==> src/hw/rtl/teq_pkg.sv <==
package teq_pkg;

    localparam int QUEUE_DEPTH_DEF = 16;
    localparam int MAX_FIRED       = 16;
    localparam logic [31:0] MAX_DELTA = 32'h7000_0000;

    typedef enum logic [2:0] {
        OP_INS64  = 3'd0,
        OP_INS32  = 3'd1,
        OP_REMOVE = 3'd2,
        OP_DISP   = 3'd3,
        OP_TIME   = 3'd4,
        OP_PEEK   = 3'd5,
        OP_RSV6   = 3'd6,
        OP_RSV7   = 3'd7
    } op_t;

    typedef enum logic [2:0] {
        K_FIRED    = 3'd0,
        K_COMPARE  = 3'd1,
        K_FIRE_NOW = 3'd2,
        K_TIME     = 3'd3,
        K_NEXT     = 3'd4,
        K_NONE     = 3'd5,
        K_FULL     = 3'd6,
        K_ACK      = 3'd7
    } kind_t;

    typedef enum logic [3:0] {
        S_IDLE,
        S_DECODE,
        S_SCAN,
        S_SHIFT_UP,
        S_SHIFT_DN,
        S_HEAD_RD,
        S_HEAD_CHK,
        S_SCHED,
        S_EMIT
    } state_t;

    // one slot of the event store
    typedef struct packed {
        logic [63:0] etime;
        logic [31:0] id;
    } slot_t;

endpackage

==> src/hw/rtl/teq_slot_ram.sv <==
module teq_slot_ram
    import teq_pkg::*;
#(
    parameter int QUEUE_DEPTH = QUEUE_DEPTH_DEF,
    parameter int AW = $clog2(QUEUE_DEPTH)
)
(
    input  logic          clk,
    input  logic          wr_en,
    input  logic [AW-1:0] wr_addr,
    input  slot_t         wr_data,
    input  logic [AW-1:0] rd_addr,
    output slot_t         rd_data
);

    slot_t mem [QUEUE_DEPTH];

    always_ff @(posedge clk)
    begin
        if (wr_en)
        begin
            mem[wr_addr] <= wr_data;
        end
        rd_data <= mem[rd_addr];
    end

endmodule

==> src/hw/rtl/timer_event_queue.sv <==
// Insert and remove scan the slots from the head; insert then shifts the later entries
// up to make room and remove shifts them down. Dispatch fires up to MAX_FIRED due events
// from the head, shifting the rest down after each, then reports the next schedule.
// One item is handled at a time; results leave through an output register.
// Reset (rst_n, asynchronous) empties the queue and restarts the time base;
// slot contents are not cleared.
module timer_event_queue
    import teq_pkg::*;
#(
    parameter int QUEUE_DEPTH = QUEUE_DEPTH_DEF
)
(
    input  logic        clk,
    input  logic        rst_n,
    input  logic        in_valid,
    output logic        in_stall,
    input  logic [2:0]  opcode,
    input  logic [31:0] counter_now,
    input  logic [63:0] event_time,
    input  logic [31:0] event_id,
    output logic        out_valid,
    input  logic        out_stall,
    output logic [2:0]  result_kind,
    output logic [31:0] fired_id,
    output logic [63:0] result_value,
    output logic        last_result
);

    localparam int AW = $clog2(QUEUE_DEPTH);
    localparam int CW = $clog2(QUEUE_DEPTH + 1);
    localparam int FW = $clog2(MAX_FIRED + 1);
    localparam logic [CW-1:0] FULL_CNT = CW'(QUEUE_DEPTH);

    state_t        state_reg, state_next;
    logic [CW-1:0] count_reg, count_next;
    logic [63:0]   present_reg, present_next;
    logic [31:0]   lastcnt_reg, lastcnt_next;
    logic          started_reg, started_next;
    op_t           op_reg, op_next;
    logic [63:0]   tm_reg, tm_next;
    logic [31:0]   id_reg, id_next;
    logic [CW-1:0] pos_reg, pos_next;
    logic [CW-1:0] idx_reg, idx_next;
    logic [FW-1:0] fired_reg, fired_next;
    logic          ovalid_reg, ovalid_next;
    kind_t         kind_reg, kind_next;
    logic [31:0]   fid_reg, fid_next;
    logic [63:0]   val_reg, val_next;
    logic          last_reg, last_next;
    kind_t         pend_kind_reg, pend_kind_next;
    logic          pend_sched_reg, pend_sched_next;

    logic          wr_en;
    logic [AW-1:0] wr_addr, rd_addr;
    slot_t         wr_data, rd_data;

    teq_slot_ram #(.QUEUE_DEPTH(QUEUE_DEPTH), .AW(AW)) u_ram (
        .clk     (clk),
        .wr_en   (wr_en),
        .wr_addr (wr_addr),
        .wr_data (wr_data),
        .rd_addr (rd_addr),
        .rd_data (rd_data)
    );

    logic        accept;
    logic [63:0] delta;
    logic [63:0] t32;
    logic [31:0] elapsed;
    logic        out_free;

    assign accept   = in_valid && !in_stall;
    assign in_stall = (state_reg != S_IDLE);
    assign out_free = !ovalid_reg || !out_stall;
    assign delta    = rd_data.etime - present_reg;
    assign elapsed  = counter_now - lastcnt_reg;
    assign t32 = {present_reg[63:32], tm_reg[31:0]}
               + ((tm_reg[31:0] < present_reg[31:0]) ? 64'h1_0000_0000 : 64'd0);

    always_ff @(posedge clk or negedge rst_n)
    begin
        if (!rst_n)
        begin
            state_reg      <= S_IDLE;
            count_reg      <= '0;
            present_reg    <= '0;
            lastcnt_reg    <= '0;
            started_reg    <= 1'b0;
            ovalid_reg     <= 1'b0;
            pend_sched_reg <= 1'b0;
        end
        else
        begin
            state_reg      <= state_next;
            count_reg      <= count_next;
            present_reg    <= present_next;
            lastcnt_reg    <= lastcnt_next;
            started_reg    <= started_next;
            ovalid_reg     <= ovalid_next;
            pend_sched_reg <= pend_sched_next;
        end
    end

    always_ff @(posedge clk)
    begin
        op_reg        <= op_next;
        tm_reg        <= tm_next;
        id_reg        <= id_next;
        pos_reg       <= pos_next;
        idx_reg       <= idx_next;
        fired_reg     <= fired_next;
        kind_reg      <= kind_next;
        fid_reg       <= fid_next;
        val_reg       <= val_next;
        last_reg      <= last_next;
        pend_kind_reg <= pend_kind_next;
    end

    always_comb
    begin
        state_next      = state_reg;
        count_next      = count_reg;
        present_next    = present_reg;
        lastcnt_next    = lastcnt_reg;
        started_next    = started_reg;
        op_next         = op_reg;
        tm_next         = tm_reg;
        id_next         = id_reg;
        pos_next        = pos_reg;
        idx_next        = idx_reg;
        fired_next      = fired_reg;
        kind_next       = kind_reg;
        fid_next        = fid_reg;
        val_next        = val_reg;
        last_next       = last_reg;
        pend_kind_next  = pend_kind_reg;
        pend_sched_next = pend_sched_reg;
        ovalid_next     = ovalid_reg && out_stall;
        wr_en           = 1'b0;
        wr_addr         = idx_reg[AW-1:0];
        wr_data         = '{etime: tm_reg, id: id_reg};
        rd_addr         = idx_reg[AW-1:0];

        case (state_reg)
            S_IDLE:
            begin
                if (accept)
                begin
                    started_next = 1'b1;
                    lastcnt_next = counter_now;
                    if (started_reg)
                    begin
                        present_next = present_reg + {32'd0, elapsed};
                    end
                    op_next    = op_t'(opcode);
                    tm_next    = event_time;
                    id_next    = event_id;
                    idx_next   = '0;
                    fired_next = '0;
                    state_next = S_DECODE;
                end
            end
            S_DECODE:
            begin
                // memory read of slot 0 is under way
                idx_next = '0;
                case (op_reg)
                    OP_INS64, OP_INS32:
                    begin
                        if (op_reg == OP_INS32)
                        begin
                            tm_next = t32;
                        end
                        if (count_reg >= FULL_CNT)
                        begin
                            pend_kind_next = K_FULL;
                            state_next     = S_EMIT;
                        end
                        else
                        begin
                            state_next = S_SCAN;
                        end
                    end
                    OP_REMOVE, OP_DISP, OP_PEEK:
                    begin
                        state_next = S_SCAN;
                    end
                    OP_TIME:
                    begin
                        pend_kind_next = K_TIME;
                        state_next     = S_EMIT;
                    end
                    default:
                    begin
                        pend_kind_next = K_NONE;
                        state_next     = S_EMIT;
                    end
                endcase
                pend_sched_next = 1'b0;
            end
            S_SCAN:
            begin
                // rd_data holds slot idx_reg (read issued last cycle)
                case (op_reg)
                    OP_INS64, OP_INS32:
                    begin
                        if (idx_reg < count_reg && tm_reg >= rd_data.etime)
                        begin
                            idx_next = idx_reg + 1'b1;
                            rd_addr  = AW'(idx_reg + 1'b1);
                            state_next = S_HEAD_RD;
                        end
                        else
                        begin
                            pos_next = idx_reg;
                            // shift from the tail down to pos
                            idx_next   = count_reg;
                            state_next = S_SHIFT_UP;
                            rd_addr    = AW'(count_reg - 1'b1);
                        end
                    end
                    OP_REMOVE:
                    begin
                        if (idx_reg >= count_reg)
                        begin
                            pend_kind_next = K_ACK;
                            state_next     = S_EMIT;
                        end
                        else if (rd_data.id == id_reg)
                        begin
                            pos_next   = idx_reg;
                            rd_addr    = AW'(idx_reg + 1'b1);
                            state_next = S_SHIFT_DN;
                        end
                        else
                        begin
                            idx_next   = idx_reg + 1'b1;
                            rd_addr    = AW'(idx_reg + 1'b1);
                            state_next = S_HEAD_RD;
                        end
                    end
                    OP_DISP:
                    begin
                        if (count_reg != '0 && rd_data.etime <= present_reg
                            && fired_reg < FW'(MAX_FIRED))
                        begin
                            if (out_free)
                            begin
                                ovalid_next = 1'b1;
                                kind_next   = K_FIRED;
                                fid_next    = rd_data.id;
                                val_next    = '0;
                                last_next   = 1'b0;
                                fired_next  = fired_reg + 1'b1;
                                pos_next    = '0;
                                idx_next    = '0;
                                rd_addr     = AW'(1);
                                state_next  = S_SHIFT_DN;
                            end
                        end
                        else
                        begin
                            state_next = S_SCHED;
                        end
                    end
                    default:
                    begin
                        if (count_reg == '0)
                        begin
                            pend_kind_next = K_NONE;
                            state_next     = S_EMIT;
                        end
                        else if (out_free)
                        begin
                            ovalid_next = 1'b1;
                            kind_next   = K_NEXT;
                            fid_next    = rd_data.id;
                            val_next    = rd_data.etime;
                            last_next   = 1'b1;
                            state_next  = S_IDLE;
                        end
                    end
                endcase
            end
            S_HEAD_RD:
            begin
                // wait for the read issued at idx_reg to reach rd_data
                state_next = S_SCAN;
            end
            S_SHIFT_UP:
            begin
                // idx_reg is the destination; rd_data holds slot idx_reg-1
                if (idx_reg == pos_reg)
                begin
                    wr_en      = 1'b1;
                    wr_addr    = pos_reg[AW-1:0];
                    count_next = count_reg + 1'b1;
                    if (pos_reg == '0)
                    begin
                        idx_next   = '0;
                        state_next = S_HEAD_CHK;
                    end
                    else
                    begin
                        pend_kind_next = K_ACK;
                        state_next     = S_EMIT;
                    end
                end
                else
                begin
                    // keep slot idx_reg-1 on the read port for the move
                    rd_addr         = AW'(idx_reg - 1'b1);
                    state_next      = S_HEAD_CHK;
                    pend_sched_next = 1'b1;
                end
            end
            S_HEAD_CHK:
            begin
                if (pend_sched_reg)
                begin
                    // rd_data now valid for slot idx_reg-1
                    wr_en           = 1'b1;
                    wr_addr         = idx_reg[AW-1:0];
                    wr_data         = rd_data;
                    idx_next        = idx_reg - 1'b1;
                    rd_addr         = AW'(idx_reg - 2'd2);
                    pend_sched_next = 1'b0;
                    state_next      = S_SHIFT_UP;
                end
                else
                begin
                    // read of slot 0 issued; schedule next cycle
                    rd_addr    = '0;
                    state_next = S_SCHED;
                end
            end
            S_SHIFT_DN:
            begin
                // rd_data holds slot pos_reg+1 read last cycle
                if (pos_reg + 1'b1 < count_reg)
                begin
                    wr_en    = 1'b1;
                    wr_addr  = pos_reg[AW-1:0];
                    wr_data  = rd_data;
                    pos_next = pos_reg + 1'b1;
                    rd_addr  = AW'(pos_reg + 2'd2);
                end
                else
                begin
                    count_next = count_reg - 1'b1;
                    rd_addr    = '0;
                    idx_next   = '0;
                    if (op_reg == OP_DISP)
                    begin
                        state_next = S_HEAD_RD;
                    end
                    else if (idx_reg == '0)
                    begin
                        state_next = S_SCHED;
                    end
                    else
                    begin
                        pend_kind_next = K_ACK;
                        state_next     = S_EMIT;
                    end
                end
            end
            S_SCHED:
            begin
                // rd_data holds slot 0
                if (out_free)
                begin
                    ovalid_next = 1'b1;
                    fid_next    = '0;
                    last_next   = 1'b1;
                    state_next  = S_IDLE;
                    if (count_reg == '0)
                    begin
                        kind_next = K_COMPARE;
                        val_next  = {32'd0, lastcnt_reg + MAX_DELTA};
                    end
                    else if (rd_data.etime <= present_reg)
                    begin
                        kind_next = K_FIRE_NOW;
                        val_next  = '0;
                    end
                    else
                    begin
                        kind_next = K_COMPARE;
                        if (delta > {32'd0, MAX_DELTA})
                        begin
                            val_next = {32'd0, lastcnt_reg + MAX_DELTA};
                        end
                        else
                        begin
                            val_next = {32'd0, lastcnt_reg + delta[31:0]};
                        end
                    end
                end
            end
            S_EMIT:
            begin
                if (out_free)
                begin
                    ovalid_next = 1'b1;
                    kind_next   = pend_kind_reg;
                    fid_next    = '0;
                    val_next    = (pend_kind_reg == K_TIME) ? present_reg : 64'd0;
                    last_next   = 1'b1;
                    state_next  = S_IDLE;
                end
            end
            default:
            begin
                state_next = S_IDLE;
            end
        endcase
    end

    assign out_valid    = ovalid_reg;
    assign result_kind  = kind_reg;
    assign fired_id     = fid_reg;
    assign result_value = val_reg;
    assign last_result  = last_reg;

    a_count_range: assert property (@(posedge clk) disable iff (!rst_n)
        count_reg <= FULL_CNT)
        else $error("slot count beyond depth");

    a_stall_busy: assert property (@(posedge clk) disable iff (!rst_n)
        (state_reg != S_IDLE) |-> in_stall)
        else $error("input taken while busy");

    a_out_hold: assert property (@(posedge clk) disable iff (!rst_n)
        (out_valid && out_stall) |=> (out_valid && $stable(result_kind)))
        else $error("stalled result changed");

endmodule

==> config.mk <==
export PLATFORM = sky130hd
export DESIGN_NAME = timer_event_queue
export DESIGN_NICKNAME = d
export VERILOG_FILES = /design/src/hw/rtl/teq_pkg.sv /design/src/hw/rtl/teq_slot_ram.sv /design/src/hw/rtl/timer_event_queue.sv
export SDC_FILE = /design/constraint.sdc
export NUM_CORES = 2
export LEC_CHECK = 0
export BUFFER_PORTS_ARGS = -buffer_cell sky130_fd_sc_hd__buf_2
export CAP_MARGIN = 40
export CORE_MARGIN = 2
export CORE_UTILIZATION = 45
export DETAILED_ROUTE_END_ITERATION = 8
export PLACE_DENSITY = 0.7
export SYNTH_ARGS = -nofsm -noshare
export SYNTH_HDL_FRONTEND = slang
export SYNTH_SLANG_ARGS = --single-unit
==> constraint.sdc <==
create_clock -name clk -period 11.5 [get_ports clk]
set_clock_uncertainty 0.05 [all_clocks]
set_input_delay 0.575 -clock clk [delete_from_list [all_inputs] [get_ports clk]]
set_output_delay 0.575 -clock clk [all_outputs]
set_load 0.05 [all_outputs]
==> qor.txt <==
Run status: finished clean
Die Area: 0.201 mm²
Final period utilization: 62.7%
Vias: 61200
Starting Density: 45.4%
Chip height: 448 µm
FF-to-FF End: u_ram.rd_data[72]
Largest net degree at the start of global routing: 192
Number of flip-flops in the largest register: 1536
Final-layout fill cell count: 16100
Antenna violations before repair: 13
Worst slew margin: 30.0%
Largest family of logic cells by synthesized area: simple AND/OR/NAND/NOR gates
GRT overflow: 0
Power per cell area: 320 mW/mm²
Final setup vio count: 0
Min-delay src: event_time[56]
First-pass GRT wire length: 384 mm
Hold slack: 0.0549 ns
Synth Area in Simple Gates: 11.8%
Startpoint Class: flip-flop
Post-route ant nets: 0
Hold endpoint: tm_reg[56]
Leakage: 36.5 nW
Worst flop-to-flop path startpoint: present_reg[9]
Synth Flop Type: edfxtp_1
Area grow syn2layout: 14.6%
Post-synthesis cell count: 7075
Post-synthesis mux area share: 4.99%
Worst skew pair latency: 0.88 ns
Hold path depth: 3
Rows: 162
Slew Viols, Final: 0
Syn avg cell area: 12.5 µm²
Max Cap Viol: 0
Largest registers: u_ram.mem x1536, u_ram.rd_data x96
Final hold violations: 0
WP data required: 12.08 ns
CTS max path bufs: 3
Layout cells sized above 1: 13.8%
Ports: 237
CTS root buffer: clkbuf_16
Max frequency: 0.139 GHz
Port Buffer Count: 236
Clk slew on worst S/H paths: 0.06 ns
Starting DRT DRC Count: 7750
Critical path class: flip-flop to flip-flop
Post-Place Cells: 9829
DRT Wirelength: 261 mm
Number of global-route vias before repair: 59300
Syn nets: 7491
Core ar.: 0.195 mm²
Num CTS Buffers: 194
Post-synth EDFFs: 1753
Flops & latches, synth: 1957
Worst-Margin Slew: 1.05 ns
Setup crit end kind: flip-flop
Setup_tns: 0 ns
Sequential area share after synthesis: 64.6%
Post-synthesis compound-gate area fraction: 9.60%
Final nets: 7889
Fin util: 52.0%
TritonCTS clock tree: yes
Drt first pass iters: 9
XOR/XNOR Fraction of Synth Area: 2.39%
Ys async rst share: 5.52%
Hpwl dp: 166 mm
GP Congestion: 0.984
Routed len/inst: 25.4 µm
CP startpoint: present_reg[9]
Post-Synth Adder-Cell Area: 4.00%
R2R setup slack: 4.29 ns
Synth cell types: 95
Setup Fix Bufs, Post-CTS: 0
Total power: 0.0325 W
Die X: 448 µm
Biggest register: u_ram.mem
H-tree Lvls: 4
Critical Path AT: 7.79 ns
Synthesized cell area: 0.0887 mm²
Fin crit period: 7.21 ns
DR vias/cell: 5.97
Residual DRC count: 0
Hold Crit Class: input port to flip-flop
RSZ-0062 raised after global routing: no
Non-filler instance count after layout: 10300
Worst Path Max Fanout: 40
Synth Warn #: 0
Ant diodes: 0
Num Clock Sinks: 1957
Max VDD drop: 0.249 mV
GR Util All Layers: 25.6%
Worst Reg-to-Reg Cells: 20
## final cells by class
type                    instances  area (µm²)  share of cell area [%]
well taps                    2624        3280                    3.23
clock inverters               119        1540                    1.51
flip-flops and latches       1957       57300                    56.3
inverters                     239         898                   0.884
repair buffers                553        4150                    4.08
multi-input cells            4528       29400                    28.9
clock buffers                 241        5150                    5.07
## layout by cell type, fill, tap and decap left out, drive strengths merged, types with 16 or more instances in the layout
| cell | Yosys | layout |
|---|---|---|
| a31oi | 25 | 25 |
| dlygate4sd3 | 0 | 70 |
| a221o | 31 | 31 |
| clkinv | 1 | 79 |
| nand2b | 34 | 34 |
| a211oi | 28 | 28 |
| o22ai | 300 | 300 |
| nor4 | 28 | 28 |
| inv | 238 | 241 |
| bufinv | 0 | 23 |
| xor2 | 48 | 48 |
| nand4 | 66 | 66 |
| o21ai | 292 | 292 |
| mux4 | 190 | 190 |
| dfrtp | 108 | 108 |
| buf | 79 | 483 |
| o21bai | 21 | 21 |
| or3 | 25 | 25 |
| nor3 | 167 | 167 |
| ha | 277 | 277 |
| edfxtp | 1753 | 1753 |
| dfxtp | 96 | 96 |
| o21a | 40 | 40 |
| a21oi | 275 | 275 |
| nor2 | 1396 | 1396 |
| xnor2 | 194 | 194 |
| nand3 | 91 | 91 |
| clkbuf | 272 | 241 |
| nor2b | 58 | 58 |
| a22o | 60 | 60 |
| nand2 | 523 | 523 |
| and3 | 18 | 18 |
| o211ai | 16 | 16 |
| a21o | 92 | 92 |
## critical path, stage by stage, from the launching register on
cell       delay (ns)
dfrtp_1          0.46
inv_1            0.10
ha_1             0.47
and2_1           0.23
and3_1           0.26
nand4_1          0.19
nor4_1           0.56
buf_4            0.26
nand3_1          0.08
o21ai_1          0.09
buf_4            0.24
nand2_1          0.18
o41a_1           0.48
o2bb2ai_4        0.14
buf_4            0.16
buf_16           0.20
nand3_4          0.54
buf_4            0.60
buf_4            0.66
o22ai_1          0.18
nor3_1           0.75
## worst max-delay path by stage
stage / endpoint / slack [ns] / depth (start not counted)
2_1_floorplan: u_ram.mem[15][0] / 3.75 / 14
3_3_place_gp: u_ram.rd_data[94] / 2.77 / 16
3_5_place_dp: present_reg[48] / 4.31 / 26
4_1_cts: u_ram.rd_data[94] / 4.41 / 20
5_1_grt: present_reg[48] / 3.90 / 24
6_report: u_ram.rd_data[72] / 4.29 / 20
## cells in the mapped netlist, types with 10 or more instances
cell,n,area (µm²)
mux2i_1,11,110
and2_1,14,87.6
clkbuf_1,270,1010
a21o_1,92,691
nor2b_1,58,363
dfxtp_1,96,1920
buf_1,21,78.8
nand4_1,65,407
mux4_2,190,4280
o211ai_1,15,113
and3_1,18,113
or3_1,25,156
o22ai_1,299,1870
buf_2,50,250
nand3_1,91,455
a21boi_0,15,113
a211oi_1,28,210
o21bai_1,21,158
o21ai_0,283,1420
a222oi_1,10,100
nor3_1,166,831
nor4_1,26,163
o2111ai_1,10,87.6
a221o_1,31,310
xor2_1,48,420
a31oi_1,25,156
a21oi_1,274,1370
edfxtp_1,1753,52600
a22o_1,60,526
inv_1,237,890
nand2b_1,34,213
xnor2_1,194,1700
o21a_1,40,300
nand2_1,523,1960
dfrtp_1,108,2700
nor2_1,1394,5230
ha_1,277,3470
a211o_1,15,131
o221ai_1,11,96.3
or2_2,12,75.1
## power by group
part | switching, W | internal, W | total (W) | leakage (nW)
combinational | 0.0103 | 0.00568 | 0.0159 | 15.4
clock | 0.00283 | 0.00374 | 0.00657 | 3.21
sequential | 0.000717 | 0.00932 | 0.0100 | 17.9
total | 0.0138 | 0.0187 | 0.0325 | 36.5
## per-layer routing
layer	vias up	part of all wire [%]	track usage, %
met1	30400	40	35.4
met4	2	4.1	10.4
met2	3368	47	40.9
li1	27000	-	-
met3	507	9.2	3.60
met5	-	0.0042	0
## stage by stage
| step | setup slack, ns | area (µm²) |
|---|---|---|
| 2_1_floorplan | 3.75 | 88700 |
| 3_3_place_gp | 2.77 | 93500 |
| 3_5_place_dp | 4.31 | 94300 |
| 4_1_cts | 4.41 | 102000 |
| 5_1_grt | 3.90 | 102000 |
| 6_report | 4.29 | 102000 |
## timing repair
item	CTS	global route
hold endpoints to repair	126	0
hold buffers	70	0
gates resized for setup	0	0
## cell families after synthesis
family / count (synthesis)
fa+ha+maj: 281
mux: 204
buf+inv: 590
flops: 1957
simple gates: 2476
xor+xnor: 242
compound gates: 1325
Note: power is estimated with default switching activity, not from simulation.
